--- config.mk ---
export PLATFORM = sky130hd
export DESIGN_NAME = usb_control_endpoint_sequencer_core_flat
export DESIGN_NICKNAME = d
export VERILOG_FILES = /design/src/rtl/ucs_pkg.sv /design/src/rtl/ucs_chan_if.sv /design/src/rtl/ucs_step.sv /design/src/rtl/usb_control_endpoint_sequencer_core.sv /design/src/flat_wrapper.sv
export SDC_FILE = /design/constraint.sdc
export NUM_CORES = 1
export LEC_CHECK = 0
export BUFFER_PORTS_ARGS = -buffer_cell sky130_fd_sc_hd__buf_2
export CORE_UTILIZATION = 57
export CTS_BUF_LIST = sky130_fd_sc_hd__clkbuf_8
export DETAILED_ROUTE_END_ITERATION = 12
export GPL_TIMING_DRIVEN = 0
export PLACE_DENSITY = 0.88
export SLEW_MARGIN = 20
export SYNTH_ARGS = -nofsm -noshare
export SYNTH_HDL_FRONTEND = slang
export SYNTH_HIERARCHICAL = 1
export SYNTH_SLANG_ARGS = --single-unit
--- constraint.sdc ---
create_clock -name clock -period 5.9 [get_ports clock]
set_input_delay 0.59 -clock clock [delete_from_list [all_inputs] [get_ports clock]]
set_output_delay 0.59 -clock clock [all_outputs]
set_load 0.01 [all_outputs]
--- src/rtl/ucs_pkg.sv ---
package ucs_pkg;

   // Event kinds on the request channel
   typedef enum logic [1:0] {
      MODE_BUS_RESET = 2'd0,
      MODE_SETUP     = 2'd1,
      MODE_POLL      = 2'd2,
      MODE_IN_DONE   = 2'd3
   } mode_type;

   // Commands on the response channel
   typedef enum logic [1:0] {
      ACT_WRITE     = 2'd0,
      ACT_SET_ADDR  = 2'd1,
      ACT_CONFIG_EP = 2'd2,
      ACT_REPORT    = 2'd3
   } action_type;

   // Write data sources
   typedef enum logic [1:0] {
      SRC_NONE       = 2'd0,
      SRC_DEVICE     = 2'd1,
      SRC_CONFIG     = 2'd2,
      SRC_HID_REPORT = 2'd3
   } source_type;

   typedef enum logic [1:0] {
      DEV_DEFAULT    = 2'd0,
      DEV_ADDRESSED  = 2'd1,
      DEV_CONFIGURED = 2'd2
   } dev_state_type;

   // Control stage, one-hot
   typedef enum logic [5:0] {
      STG_SETUP        = 6'b000001,
      STG_DATA_IN      = 6'b000010,
      STG_DATA_IN_IDLE = 6'b000100,
      STG_DATA_IN_ZERO = 6'b001000,
      STG_STATUS_OUT   = 6'b010000,
      STG_STATUS_IN    = 6'b100000
   } stage_type;

   localparam logic [2:0] STAGE_CODE_SETUP        = 3'd0;
   localparam logic [2:0] STAGE_CODE_DATA_IN      = 3'd1;
   localparam logic [2:0] STAGE_CODE_DATA_IN_IDLE = 3'd2;
   localparam logic [2:0] STAGE_CODE_DATA_IN_ZERO = 3'd3;
   localparam logic [2:0] STAGE_CODE_STATUS_OUT   = 3'd4;
   localparam logic [2:0] STAGE_CODE_STATUS_IN    = 3'd5;

   // Register indexes of the CSR port
   typedef enum logic [2:0] {
      REG_EP0_MAX_PACKET    = 3'd0,
      REG_REPORT_ENDPOINT   = 3'd1,
      REG_REPORT_EP_TYPE    = 3'd2,
      REG_REPORT_EP_MAX_PKT = 3'd3,
      REG_HID_REPORT_LENGTH = 3'd4
   } reg_index_type;

   // Setup decoding
   localparam logic [6:0] RTYPE_MASK       = 7'h7F;
   localparam logic [6:0] RTYPE_STD_DEVICE = 7'h00;
   localparam logic [6:0] RTYPE_STD_IFACE  = 7'h01;
   localparam logic [6:0] RTYPE_CLASS_IFACE = 7'h21;
   localparam logic [7:0] REQ_SET_ADDRESS  = 8'h05;
   localparam logic [7:0] REQ_GET_DESCRIPTOR = 8'h06;
   localparam logic [7:0] REQ_SET_CONFIGURATION = 8'h09;
   localparam logic [7:0] REQ_SET_IDLE     = 8'h0A;
   localparam logic [7:0] DESC_DEVICE      = 8'h01;
   localparam logic [7:0] DESC_CONFIG      = 8'h02;
   localparam logic [7:0] DESC_HID_REPORT  = 8'h22;
   localparam logic [3:0] EP_CONTROL       = 4'h0;
   localparam logic [3:0] EP_MASK          = 4'h0F;

   // Configuration reset values
   localparam logic [6:0] EP0_MAX_PACKET_RESET  = 7'd64;
   localparam logic [3:0] REPORT_ENDPOINT_RESET = 4'd1;
   localparam logic [1:0] REPORT_EP_TYPE_RESET  = 2'd3;
   localparam logic [9:0] REPORT_EP_MAX_PKT_RESET = 10'd4;
   localparam logic [7:0] HID_REPORT_LENGTH_RESET = 8'd52;

   typedef struct packed {
      mode_type    mode;
      logic [7:0]  request_type;
      logic [7:0]  request_code;
      logic [15:0] setup_value;
      logic [15:0] setup_length;
      logic [3:0]  endpoint_num;
   } req_type;

   typedef struct packed {
      action_type  action;
      logic [3:0]  target_endpoint;
      source_type  source;
      logic [15:0] source_offset;
      logic [6:0]  packet_length;
      logic [6:0]  usb_address;
      logic [2:0]  stage_now;
      logic [1:0]  device_state_now;
      logic        last;
   } rsp_type;

   typedef struct packed {
      logic [2:0] index;
      logic [9:0] data;
   } csr_type;

   typedef struct packed {
      logic [6:0] ep0_max_packet;
      logic [3:0] report_endpoint;
      logic [1:0] report_ep_type;
      logic [9:0] report_ep_max_packet;
      logic [7:0] hid_report_desc_length;
   } cfg_type;

   typedef struct packed {
      stage_type     stage;
      logic [15:0]   remaining_in;
      source_type    in_source;
      logic [15:0]   in_offset;
      dev_state_type dev_state;
      logic [7:0]    config_value;
   } state_type;

   function automatic logic [2:0] stage_code(stage_type s);
      logic [2:0] code;
      case (s)
         STG_SETUP:        code = STAGE_CODE_SETUP;
         STG_DATA_IN:      code = STAGE_CODE_DATA_IN;
         STG_DATA_IN_IDLE: code = STAGE_CODE_DATA_IN_IDLE;
         STG_DATA_IN_ZERO: code = STAGE_CODE_DATA_IN_ZERO;
         STG_STATUS_OUT:   code = STAGE_CODE_STATUS_OUT;
         STG_STATUS_IN:    code = STAGE_CODE_STATUS_IN;
         default:          code = STAGE_CODE_SETUP;
      endcase
      return code;
   endfunction

endpackage

--- src/rtl/ucs_chan_if.sv ---
// Valid/ready channel carrying one payload per transaction
interface ucs_chan_if #(
   parameter type payload_type = logic
);
   logic        valid;
   logic        ready;
   payload_type payload;

   modport source (output valid, output payload, input ready);
   modport sink   (input valid, input payload, output ready);
endinterface

--- src/rtl/ucs_step.sv ---
// Next-state and command generation for one event
module ucs_step (
   input  ucs_pkg::req_type   item,
   input  ucs_pkg::state_type state,
   input  ucs_pkg::cfg_type   cfg,
   output ucs_pkg::state_type state_next,
   output ucs_pkg::rsp_type   res [2],
   output logic [1:0]         res_count
);

   logic [6:0]  rtype;
   logic [7:0]  dtype;
   logic [6:0]  pkt_len;
   logic [15:0] rem_after;
   logic        zlp_due;
   logic        rep_due;
   ucs_pkg::rsp_type blank;
   ucs_pkg::rsp_type zlp;
   ucs_pkg::rsp_type report;

   assign rtype = item.request_type[6:0] & ucs_pkg::RTYPE_MASK;
   assign dtype = item.setup_value[15:8];

   // Packet size for a data stage poll: the smaller of the bytes left and max packet
   assign pkt_len = (state.remaining_in < {9'd0, cfg.ep0_max_packet}) ?
                    state.remaining_in[6:0] : cfg.ep0_max_packet;
   assign rem_after = state.remaining_in - {9'd0, pkt_len};

   assign zlp_due = (state.remaining_in == 16'd0) &&
                    (state.stage == ucs_pkg::STG_DATA_IN_ZERO);
   assign rep_due = (item.endpoint_num == (cfg.report_endpoint & ucs_pkg::EP_MASK));

   always_comb begin
      blank = '0;
      blank.action = ucs_pkg::ACT_WRITE;
      blank.source = ucs_pkg::SRC_NONE;

      zlp = blank;
      zlp.target_endpoint = ucs_pkg::EP_CONTROL;

      report = blank;
      report.action = ucs_pkg::ACT_REPORT;
      report.target_endpoint = item.endpoint_num;
   end

   always_comb begin
      state_next = state;
      res[0] = blank;
      res[1] = blank;
      res_count = 2'd0;

      case (item.mode)
         ucs_pkg::MODE_BUS_RESET: begin
            // source and offset survive a bus reset
            state_next.remaining_in = '0;
            state_next.config_value = '0;
            state_next.dev_state = ucs_pkg::DEV_DEFAULT;
            state_next.stage = ucs_pkg::STG_SETUP;
            res[0].action = ucs_pkg::ACT_SET_ADDR;
            res_count = 2'd1;
         end

         ucs_pkg::MODE_SETUP: begin
            if (rtype == ucs_pkg::RTYPE_STD_DEVICE) begin
               if (item.request_code == ucs_pkg::REQ_GET_DESCRIPTOR) begin
                  if (dtype == ucs_pkg::DESC_DEVICE || dtype == ucs_pkg::DESC_CONFIG) begin
                     state_next.in_source = (dtype == ucs_pkg::DESC_DEVICE) ?
                                            ucs_pkg::SRC_DEVICE : ucs_pkg::SRC_CONFIG;
                     state_next.in_offset = '0;
                     state_next.remaining_in = item.setup_length;
                     state_next.stage = ucs_pkg::STG_DATA_IN;
                  end
               end else if (item.request_code == ucs_pkg::REQ_SET_ADDRESS) begin
                  res[0].action = ucs_pkg::ACT_SET_ADDR;
                  res[0].usb_address = item.setup_value[6:0];
                  res_count = 2'd1;
                  state_next.dev_state = ucs_pkg::DEV_ADDRESSED;
                  state_next.stage = ucs_pkg::STG_STATUS_IN;
               end else if (item.request_code == ucs_pkg::REQ_SET_CONFIGURATION) begin
                  state_next.config_value = item.setup_value[7:0];
                  res[0].action = ucs_pkg::ACT_CONFIG_EP;
                  res[0].target_endpoint = cfg.report_endpoint & ucs_pkg::EP_MASK;
                  res[1].target_endpoint = cfg.report_endpoint & ucs_pkg::EP_MASK;
                  res_count = 2'd2;
                  state_next.dev_state = ucs_pkg::DEV_CONFIGURED;
                  state_next.stage = ucs_pkg::STG_STATUS_IN;
               end
            end else if (rtype == ucs_pkg::RTYPE_CLASS_IFACE) begin
               if (item.request_code == ucs_pkg::REQ_SET_IDLE) begin
                  state_next.stage = ucs_pkg::STG_STATUS_IN;
               end
            end else if (rtype == ucs_pkg::RTYPE_STD_IFACE) begin
               // report descriptor length comes from the register, not wLength
               if (item.request_code == ucs_pkg::REQ_GET_DESCRIPTOR &&
                   dtype == ucs_pkg::DESC_HID_REPORT) begin
                  state_next.in_source = ucs_pkg::SRC_HID_REPORT;
                  state_next.in_offset = '0;
                  state_next.remaining_in = {8'd0, cfg.hid_report_desc_length};
                  state_next.stage = ucs_pkg::STG_DATA_IN;
               end
            end
         end

         ucs_pkg::MODE_POLL: begin
            case (state.stage)
               ucs_pkg::STG_DATA_IN: begin
                  res[0].target_endpoint = ucs_pkg::EP_CONTROL;
                  res[0].packet_length = pkt_len;
                  if (pkt_len != 7'd0) begin
                     res[0].source = state.in_source;
                     res[0].source_offset = state.in_offset;
                  end
                  res_count = 2'd1;
                  state_next.remaining_in = rem_after;
                  state_next.in_offset = state.in_offset + {9'd0, pkt_len};
                  if (rem_after != 16'd0) begin
                     state_next.stage = ucs_pkg::STG_DATA_IN_IDLE;
                  end else if (pkt_len == cfg.ep0_max_packet) begin
                     state_next.stage = ucs_pkg::STG_DATA_IN_ZERO;
                  end else begin
                     state_next.stage = ucs_pkg::STG_STATUS_OUT;
                  end
               end
               ucs_pkg::STG_STATUS_OUT: begin
                  state_next.stage = ucs_pkg::STG_SETUP;
               end
               ucs_pkg::STG_STATUS_IN: begin
                  res[0] = zlp;
                  res_count = 2'd1;
                  state_next.stage = ucs_pkg::STG_SETUP;
               end
               default: begin
                  state_next.stage = state.stage;
               end
            endcase
         end

         default: begin
            // IN complete: resume the data stage or close it with a ZLP, and report if it is the report endpoint
            if (state.remaining_in != 16'd0) begin
               state_next.stage = ucs_pkg::STG_DATA_IN;
            end else if (zlp_due) begin
               state_next.stage = ucs_pkg::STG_STATUS_OUT;
            end
            if (zlp_due) begin
               res[0] = zlp;
               res[1] = report;
               res_count = rep_due ? 2'd2 : 2'd1;
            end else begin
               res[0] = report;
               res_count = rep_due ? 2'd1 : 2'd0;
            end
         end
      endcase

      // status fields reflect the state after the event
      res[0].stage_now = ucs_pkg::stage_code(state_next.stage);
      res[1].stage_now = ucs_pkg::stage_code(state_next.stage);
      res[0].device_state_now = state_next.dev_state;
      res[1].device_state_now = state_next.dev_state;
      res[0].last = (res_count == 2'd1);
      res[1].last = 1'b1;
   end

endmodule

--- src/rtl/usb_control_endpoint_sequencer_core.sv ---
// USB endpoint-zero control sequencer.
// A request passes the input register, then its commands the response slot pair.
// Throughput: one event per cycle while the response channel does not stall; an event
// with two commands holds the response slot pair until its second command is taken.
// Reset: synchronous, active high; clears stage, counters, device state and
// reloads the configuration registers with their defaults.
module usb_control_endpoint_sequencer_core (
   input logic  clock,
   input logic  reset,
   ucs_chan_if.sink   req_ch,
   ucs_chan_if.source rsp_ch,
   ucs_chan_if.sink   csr_ch
);

   logic               in_valid_ff, in_valid_in;
   ucs_pkg::req_type   in_item_ff, in_item_in;
   ucs_pkg::state_type state_ff, state_in;
   ucs_pkg::cfg_type   cfg_ff, cfg_in;
   ucs_pkg::rsp_type   slot_ff [2];
   ucs_pkg::rsp_type   slot_in [2];
   logic [1:0]         count_ff, count_in;

   ucs_pkg::state_type state_next;
   ucs_pkg::rsp_type   res [2];
   logic [1:0]         res_count;
   logic               rsp_pop;
   logic               process;

   ucs_step u_step (
      .item       (in_item_ff),
      .state      (state_ff),
      .cfg        (cfg_ff),
      .state_next (state_next),
      .res        (res),
      .res_count  (res_count)
   );

   // Handshakes
   assign rsp_pop = rsp_ch.valid && rsp_ch.ready;
   assign process = in_valid_ff &&
                    ((count_ff == 2'd0) || ((count_ff == 2'd1) && rsp_pop));
   assign req_ch.ready = !in_valid_ff || process;
   assign csr_ch.ready = 1'b1;
   assign rsp_ch.valid = (count_ff != 2'd0);
   assign rsp_ch.payload = slot_ff[0];

   // Input register
   always_comb begin
      in_valid_in = in_valid_ff;
      in_item_in = in_item_ff;
      if (req_ch.valid && req_ch.ready) begin
         in_valid_in = 1'b1;
         in_item_in = req_ch.payload;
      end else if (process) begin
         in_valid_in = 1'b0;
      end
   end

   // Event state
   assign state_in = process ? state_next : state_ff;

   // Response slot pair, head in slot 0
   always_comb begin
      slot_in[0] = slot_ff[0];
      slot_in[1] = slot_ff[1];
      count_in = count_ff;
      if (process) begin
         slot_in[0] = res[0];
         slot_in[1] = res[1];
         count_in = res_count;
      end else if (rsp_pop) begin
         slot_in[0] = slot_ff[1];
         count_in = count_ff - 2'd1;
      end
   end

   // Configuration writes
   always_comb begin
      cfg_in = cfg_ff;
      if (csr_ch.valid && csr_ch.ready) begin
         case (csr_ch.payload.index)
            ucs_pkg::REG_EP0_MAX_PACKET:
               cfg_in.ep0_max_packet = csr_ch.payload.data[6:0];
            ucs_pkg::REG_REPORT_ENDPOINT:
               cfg_in.report_endpoint = csr_ch.payload.data[3:0];
            ucs_pkg::REG_REPORT_EP_TYPE:
               cfg_in.report_ep_type = csr_ch.payload.data[1:0];
            ucs_pkg::REG_REPORT_EP_MAX_PKT:
               cfg_in.report_ep_max_packet = csr_ch.payload.data[9:0];
            ucs_pkg::REG_HID_REPORT_LENGTH:
               cfg_in.hid_report_desc_length = csr_ch.payload.data[7:0];
            default:
               cfg_in = cfg_ff;
         endcase
      end
   end

   always_ff @(posedge clock) begin
      in_item_ff <= in_item_in;
      slot_ff[0] <= slot_in[0];
      slot_ff[1] <= slot_in[1];
      if (reset) begin
         in_valid_ff <= 1'b0;
         count_ff <= 2'd0;
         state_ff.stage <= ucs_pkg::STG_SETUP;
         state_ff.remaining_in <= '0;
         state_ff.in_source <= ucs_pkg::SRC_NONE;
         state_ff.in_offset <= '0;
         state_ff.dev_state <= ucs_pkg::DEV_DEFAULT;
         state_ff.config_value <= '0;
         cfg_ff.ep0_max_packet <= ucs_pkg::EP0_MAX_PACKET_RESET;
         cfg_ff.report_endpoint <= ucs_pkg::REPORT_ENDPOINT_RESET;
         cfg_ff.report_ep_type <= ucs_pkg::REPORT_EP_TYPE_RESET;
         cfg_ff.report_ep_max_packet <= ucs_pkg::REPORT_EP_MAX_PKT_RESET;
         cfg_ff.hid_report_desc_length <= ucs_pkg::HID_REPORT_LENGTH_RESET;
      end else begin
         in_valid_ff <= in_valid_in;
         count_ff <= count_in;
         state_ff <= state_in;
         cfg_ff <= cfg_in;
      end
   end

endmodule

--- src/flat_wrapper.sv ---
// flat-port wrapper written by rule: the top's interface ports become plain ports
module usb_control_endpoint_sequencer_core_flat 
  (clock, reset, req_ch_valid, req_ch_payload, req_ch_ready, rsp_ch_valid, rsp_ch_payload, rsp_ch_ready, csr_ch_valid, csr_ch_payload, csr_ch_ready);
  ucs_chan_if #(.payload_type(ucs_pkg::req_type)) req_ch_i ();
  ucs_chan_if #(.payload_type(ucs_pkg::rsp_type)) rsp_ch_i ();
  ucs_chan_if #(.payload_type(ucs_pkg::csr_type)) csr_ch_i ();
  input logic clock;
  input logic reset;
  input wire logic [$bits(req_ch_i.valid)-1:0] req_ch_valid;
  input wire logic [$bits(req_ch_i.payload)-1:0] req_ch_payload;
  output wire logic [$bits(req_ch_i.ready)-1:0] req_ch_ready;
  output wire logic [$bits(rsp_ch_i.valid)-1:0] rsp_ch_valid;
  output wire logic [$bits(rsp_ch_i.payload)-1:0] rsp_ch_payload;
  input wire logic [$bits(rsp_ch_i.ready)-1:0] rsp_ch_ready;
  input wire logic [$bits(csr_ch_i.valid)-1:0] csr_ch_valid;
  input wire logic [$bits(csr_ch_i.payload)-1:0] csr_ch_payload;
  output wire logic [$bits(csr_ch_i.ready)-1:0] csr_ch_ready;
  assign req_ch_i.valid = req_ch_valid;
  assign req_ch_i.payload = req_ch_payload;
  assign req_ch_ready = req_ch_i.ready;
  assign rsp_ch_valid = rsp_ch_i.valid;
  assign rsp_ch_payload = rsp_ch_i.payload;
  assign rsp_ch_i.ready = rsp_ch_ready;
  assign csr_ch_i.valid = csr_ch_valid;
  assign csr_ch_i.payload = csr_ch_payload;
  assign csr_ch_ready = csr_ch_i.ready;
  usb_control_endpoint_sequencer_core u_core (.clock(clock), .reset(reset), .req_ch(req_ch_i), .rsp_ch(rsp_ch_i), .csr_ch(csr_ch_i));
endmodule
; ---- Word level (Yosys, flattened, before mapping)
; Memory sizes are Yosys's and may differ from the RTL's.
; Cells that the tools add are included.
[totals]
ramBits = 88
input_bits = 72
n_memories = 1
register_bits = 117
[mem_list]
columns = name, depth, width, rd, rd_ports_with_merged_regs, wr, line
row1 = u_core.slot_ff, 2, 44, 2, 0, 2, usb_control_endpoint_sequencer_core.sv:19  ; ucs_pkg::rsp_type slot_ff [2];
[op_classes]
n_eq_ne = 35
order_cmp = 1
mux = 69
add_sub_neg = 3
reduce_logical = 36
[ops]
columns = op, n
row1 = $mux 44, 5
row2 = $mux 40, 4
row3 = $mux 34, 2
row4 = $mux 6, 11
row5 = $pmux 25 s2, 1
row6 = $pmux 16 s3, 1
row7 = $mux 38, 1
row8 = $mux 16, 2
row9 = $pmux 16 s2, 1
row10 = $reduce_bool 16->1, 2
row11 = $mux 10, 3
row12 = $mux 7, 4
row13 = $mux 25, 1
row14 = $mux 2, 12
row15 = $mux 4, 5
row16 = $pmux 10 s2, 1
row17 = $mux 18, 1
row18 = $pmux 6 s3, 1
row19 = $add 16x7->16, 1
row20 = $eq 8x3->1 const B, 2
row21 = $eq 8x4->1 const B, 2
row22 = $logic_not 16->1, 1
row23 = $lt 16x7->1, 1
row24 = $reduce_and 8->1, 2
row25 = other kinds (43), 77

; ---- Depth between registers and ports, before layout
; Gate-level depths: netlist of the first run.
[logic_depth]
depth_word = 10
depth_mapped = 25
mapped_depth_nobuf = 24

; ---- Cells and area by module
; Netlist of the first run, hierarchy kept.
[by_module_without_submodules]
columns = mod, cells_each, area_per_inst_um2, instances
row1 = usb_control_endpoint_sequencer_core, 606, 8404.3, 1
row2 = ucs_step, 642, 3875.0, 1

; ---- Worst setup path after synthesis of the first run
; OpenSTA, ideal clock, no wires.
[synth_path]
kind = register to register
from = register u_core/cfg_ff[26] in the netlist's numbering
to = memory u_core/slot_ff[0][4] in the netlist's numbering, data pin
path_buffers = 2
arrival_ps = 5043
setup_time_ps = 260
stages_incl_launch_ff = 24
setup_slack_ps = 597
path_cell_list = dfxtp_1 inv_1 ha_1 o21a_1 nor2_1 or3_1 nand2_1 clkbuf_1 a21oi_1 inv_1 ha_1 inv_1 ha_1 a2111o_1 and2_1 o311a_1 o21a_4 or4b_4 a31oi_1 a41oi_1 or2_0 o211a_1 buf_4 mux2_2
[synth_rtl]
columns = element, line
row1 = "start, declared", usb_control_endpoint_sequencer_core.sv:18  ; ucs_pkg::cfg_type cfg_ff, cfg_in;
row2 = "start signal, assigned", usb_control_endpoint_sequencer_core.sv:120  ; cfg_ff <= cfg_in;
row3 = "end, declared", usb_control_endpoint_sequencer_core.sv:19

==> results of run 1 <==
-- placed cells by master (no fill, tap or decap), types with 19 or more instances in the layout --
master / instances
conb_1: 34
o21ai_0: 89
inv_1: 69
buf_2: 122
ha_1: 22
clkbuf_8: 36
nor3_1: 19
clkbuf_1: 48
dfxtp_1: 60
a21oi_1: 71
nor2_1: 94
mux2_2: 28
nand3_1: 58
nand2_1: 67
buf_4: 91
edfxtp_1: 140
-- sequential cells by signal, indices dropped and copies added (netlist names) --
| name | count |
|---|---|
| u_core/in_item_ff | 52 |
| u_core/state_ff | 42 |
| u_core/in_valid_ff | 1 |
| u_core/count_ff | 2 |
| u_core/slot_ff | 88 |
| u_core/cfg_ff | 19 |
-- per-stage QoR --
step                      cell area, µm²  utilization (%)  instances
final                              13200             67.4       1608
after global routing               13200             67.4       1608
after CTS                          13100             67.1       1606
after detailed placement           12500             63.8       1549
after global placement             12400             63.6       1547
after floorplan                    11500                -       1170
-- worst paths after layout --
path | from | endpoint | slack [ns] | cells after the start
setup / recovery | u_core/cfg_ff[25] | u_core/slot_ff[0][4] | 0.22 | 23
hold / removal | req_ch_payload[9] | u_core/in_item_ff[9] | 0.23 | 1
setup reg to reg | u_core/cfg_ff[25] | u_core/slot_ff[0][4] | 0.22 | 23
hold reg to reg | u_core/state_ff[9] | u_core/state_ff[9] | 0.49 | 2
-- timing repair --
action / CTS / global route
buffers inserted: 0 / 2
endpoints found under the setup margin: 6 / 5
resized for setup: 10 / 11
pin swaps: 1 / 2
cloned: 0 / 0
-- metal layers --
layer	wire [µm]	global-route usage (%)
met1	11600	36.4
met5	0	0
met3	2240	5.43
met4	1170	13.7
met2	13100	43.5
-- worst max-delay path, cell delays in order (launching register included) --
cell	delay, ns
dfxtp_2	0.46
inv_1	0.11
ha_1	0.31
a2111oi_2	0.40
or3_4	0.24
nand2_4	0.07
clkbuf_4	0.20
nor2_1	0.14
a21oi_2	0.06
inv_2	0.12
ha_1	0.15
inv_1	0.04
ha_1	0.27
a2111o_1	0.33
a31oi_2	0.33
o22ai_1	0.17
o21a_4	0.27
or4b_4	0.49
a31oi_1	0.23
a41oi_2	0.21
or2_0	0.26
o211a_1	0.15
buf_4	0.13
mux2_2	0.26
-- cell type report --
type	instances	area, µm²
Multi-Input combinational cell	755	4920
Timing Repair Buffer	116	623
Clock buffer	36	495
Fill cell	1478	6370
Inverter	57	214
Clock inverter	21	113
Sequential cell	204	5500
Buffer	154	958
Tap cell	265	332
-- power groups by stage --
| stage | Sequential, mW | Combinational, mW | Clock (mW) |
|---|---|---|---|
| 2_1_floorplan | 1.74 | 0.393 | 0 |
| 3_3_place_gp | 1.75 | 0.550 | 0 |
| 3_5_place_dp | 1.75 | 0.578 | 0 |
| 4_1_cts | 1.72 | 0.582 | 1.17 |
| 5_1_grt | 1.73 | 0.638 | 1.24 |
| 6_report | 1.72 | 0.591 | 1.16 |
==> impl_metrics.ini, run 1 <==
[status]
outcome = finished clean

[global_routing]
grt-ovfl-total = 0
grt_pass1_vias = 8673
grt_pass1_wl_mm = 43.8
antenna_found_initial = 0
grt_max_degree = 53
grt_use_total_pct = 27.6

[sta]
period_needed_ns = 5.68
hold_ws_ns = 0.225
fin_skew_ns = 0.0277
tightestPinTransition_ns = 0.871
slew_headroom_pct = 41.4
setup_ws_ns = 0.220
fin_crit_sh_pct = 96.3
drv_slew = 0
hold_violations = 0
fmax_mhz = 176
setup_viol = 0
fin_tns_setup_ns = 0

[pwr]
power_frac_comb_pct = 17.0
totalPowerFinal_mw = 3.46
max-vdd-ir-drop_v = 0.000259
p_int_mw = 2.54
switching_share_pct = 26.7
power_frac_clock_pct = 33.4
p_sw_mw = 0.925
power.density_nw_per_um2 = 263
cellLeakagePower_nw = 5.23
seq_power_share_pct = 49.6

[placed_design]
place.gp.congestion = 0.952
post-place-ws_ns = -0.380
dp_hpwl_mm = 20.3
io_buffers = 112

[clock_tree]
clkLatencyLatePin_ns = 0.54
clk_pin_slew_ns = 0.07
cts_tree = yes
cts_buffers = 34
cts_root_buf = clkbuf_8
cts_buffer_depth = 3
clock-sinks = 204
cts_max_level = 2
postCtsHoldBufs = 0

[setup_path]
end_kind = flop
path_class = flop to flop
worstPathRequired_ns = 6.16
worstPathMaxFanout = 10
cp-start-kind = flop
worstPathArrival_ns = 5.94

[synth]
syn_avg_cell_area_um2 = 10.0
synthCells = 1139
yosys_warnings = 6
syn_area_um2 = 11400

[finish]
area_growth_syn_to_layout_pct = 15.3
fin_nets = 1418
drive_above_1_share_pct = 26.0
antenna_cells = 0

[floorplanning]
die_h_um = 143
die_w_um = 143
fp.coreArea_um2 = 19500
start_util_pct = 58.4
dieArea_um2 = 20600
rows = 51
pin_count = 119

[hold_path]
hp-class = input pin to flop

[routing]
antenna_left = 0
via_per_inst = 5.75
vias = 9243
drt-wirelength-per-cell_um = 17.5
drtIter0Drc = 943
drc = 0
drt-total-wl_mm = 28.1
dr.pass1.iters = 6

[job]
drv_cap = 0
Power figures use the tool's default switching activity.
==> inputs of run 2 (changes only) <==
--- a/config.mk
+++ b/config.mk
@@ -6,12 +6,14 @@
 export NUM_CORES = 1
 export LEC_CHECK = 0
 export BUFFER_PORTS_ARGS = -buffer_cell sky130_fd_sc_hd__buf_2
+export CORE_ASPECT_RATIO = 0.6
 export CORE_UTILIZATION = 57
 export CTS_BUF_LIST = sky130_fd_sc_hd__clkbuf_8
 export DETAILED_ROUTE_END_ITERATION = 12
 export GPL_TIMING_DRIVEN = 0
 export PLACE_DENSITY = 0.88
-export SLEW_MARGIN = 20
+export RECOVER_POWER = 25
+export SLEW_MARGIN = 0
 export SYNTH_ARGS = -nofsm -noshare
 export SYNTH_HDL_FRONTEND = slang
 export SYNTH_HIERARCHICAL = 1
==> run 2 against run 1 <==
  * Global-route usage grew 2.4 points
  * Largest cell class unchanged
  * Largest power group unchanged
  * Core utilization up 0.67 points
  * Power fell by 1.0%
==> impl_metrics.ini, run 2 (synthesized netlist as in run 1, its figures left out) <==
[status]
outcome = finished clean

[pwr]
p_int_mw = 2.47
max-vdd-ir-drop_v = 0.000241
power.density_nw_per_um2 = 261
p_sw_mw = 0.955
switching_share_pct = 27.8
cellLeakagePower_nw = 5.13
power_frac_comb_pct = 17.4
seq_power_share_pct = 50.2
power_frac_clock_pct = 32.4

[setup_path]
path_class = flop to flop
cp-start-kind = flop
worstReg2RegStart = u_core/cfg_ff[25]
worstPathRequired_ns = 6.23
end_kind = flop
worstPathMaxFanout = 10
worstPathArrival_ns = 6.11
startpoint = u_core/cfg_ff[25]

[finish]
antenna_cells = 0
final_cells = 1606
fin_nets = 1414
final_common_cell = edfxtp_1
layout_common_cells = edfxtp_1 (140), buf_2 (98), nor2_1 (92), buf_4 (92), o21ai_0 (89)
utilization_pct = 68.0
drive_above_1_share_pct = 24.6
regMostFlops = u_core/slot_ff
largest_reg_flops = 88
reg.largest.list = u_core/slot_ff: 88 flops, u_core/in_item_ff: 52 flops, u_core/state_ff: 42 flops
area_growth_syn_to_layout_pct = 15.3

[routing]
antenna_left = 0
dr.pass1.iters = 7
drt-total-wl_mm = 30.8
via_per_inst = 5.93
drt-wirelength-per-cell_um = 19.2
drc = 0
drtIter0Drc = 1240
vias = 9518

[placed_design]
io_buffers = 112
placed_cells = 1550
post-place-ws_ns = -1.05
place.gp.congestion = 0.954
dp_hpwl_mm = 22.4

[sta]
period_needed_ns = 5.78
slew_headroom_pct = 34.5
drv_slew = 0
fin_skew_ns = 0.0311
setup_viol = 0
hold_ws_ns = 0.166
hold_violations = 0
fin_tns_setup_ns = 0
tightestPinTransition_ns = 0.981
fmax_mhz = 173
rsz0062_at_grt = true
setup_ws_ns = 0.124
fin_crit_sh_pct = 97.9

[floorplanning]
fp.coreArea_um2 = 19300
start_util_pct = 59.0
pin_count = 119
rows = 39
die_w_um = 185
dieArea_um2 = 20600
die_h_um = 112

[clock_tree]
cts_tree = yes
clkLatencyLatePin_ns = 0.60
postCtsHoldBufs = 0
clk_pin_slew_ns = 0.07
clock-sinks = 204
cts_max_level = 1
cts_root_buf = clkbuf_8
cts_buffers = 29
cts_buffer_depth = 3

[global_routing]
grt_use_total_pct = 30.0
grt-ovfl-total = 0
grt_max_degree = 45
grt_pass1_wl_mm = 47.3
antenna_found_initial = 0
grt_pass1_vias = 8843

[hold_path]
hp-class = input pin to flop
hold_path_startpoint = req_ch_payload[46]

[job]
drv_cap = 0
run 2: routing by layer:
layer | up-vias | wire length, µm | track usage [%]
met3 | 67 | 4110 | 10.1
met2 | 614 | 12300 | 41.4
met5 | - | 0 | 0
met1 | 4470 | 13700 | 45.0
li1 | 4367 | - | -
met4 | 0 | 683 | 7.06
run 2: path summary, 6_finish.rpt:
check                          end  slack, ns  cells past startpoint
min          u_core/in_item_ff[46]       0.17                      1
max reg2reg   u_core/slot_ff[0][4]       0.12                     22
max           u_core/slot_ff[0][4]       0.12                     22
min reg2reg       u_core/cfg_ff[1]       0.51                      2
run 2: power by group through the flow:
| stage | registers, mW | clock network (mW) | logic [mW] |
|---|---|---|---|
| after global placement | 1.75 | 0 | 0.560 |
| after global routing | 1.73 | 1.20 | 0.639 |
| after detailed placement | 1.75 | 0 | 0.582 |
| after CTS | 1.72 | 1.13 | 0.589 |
| final | 1.72 | 1.11 | 0.597 |
| after floorplan | 1.74 | 0 | 0.393 |
run 2: repair_timing:
action                                  in CTS  in global routing
pin swaps                                    1                  7
resized for setup                           16                 20
cloned                                       0                  0
endpoints found under the setup margin      17                  6
buffers inserted                             1                  2
run 2: critical path, stage by stage (launching register included):
cell and delay (ns):
dfxtp_4 0.42, inv_1 0.11, ha_1 0.33, a2111oi_4 0.49, or3_4 0.23, nand2_2 0.11, buf_6 0.18, a21oi_4 0.23
inv_4 0.09, ha_2 0.23, or2b_1 0.20, a41oi_4 0.17, maj3_2 0.38, a2111oi_4 0.47, o31a_1 0.21, buf_6 0.14
xnor2_2 0.09, nor4_4 0.36, and3_1 0.25, a311oi_1 0.15, o211a_1 0.28, buf_4 0.13, mux2_2 0.25
run 2: layout make-up:
| class | instances | area [µm²] |
|---|---|---|
| buffer | 154 | 960 |
| clock buffer | 29 | 399 |
| fill | 1532 | 6180 |
| clock inverter | 24 | 156 |
| sequential | 204 | 5500 |
| tap | 266 | 333 |
| multi-input combinational | 755 | 4980 |
| timing repair buffer | 117 | 596 |
| inverter | 57 | 216 |
run 2: stage by stage:
| stage | power [mW] | instance area, µm² |
|---|---|---|
| finish | 3.43 | 13100 |
| detailed placement | 2.33 | 12500 |
| CTS | 3.44 | 13100 |
| global route | 3.57 | 13100 |
| global placement | 2.31 | 12400 |
| floorplan | 2.13 | 11500 |
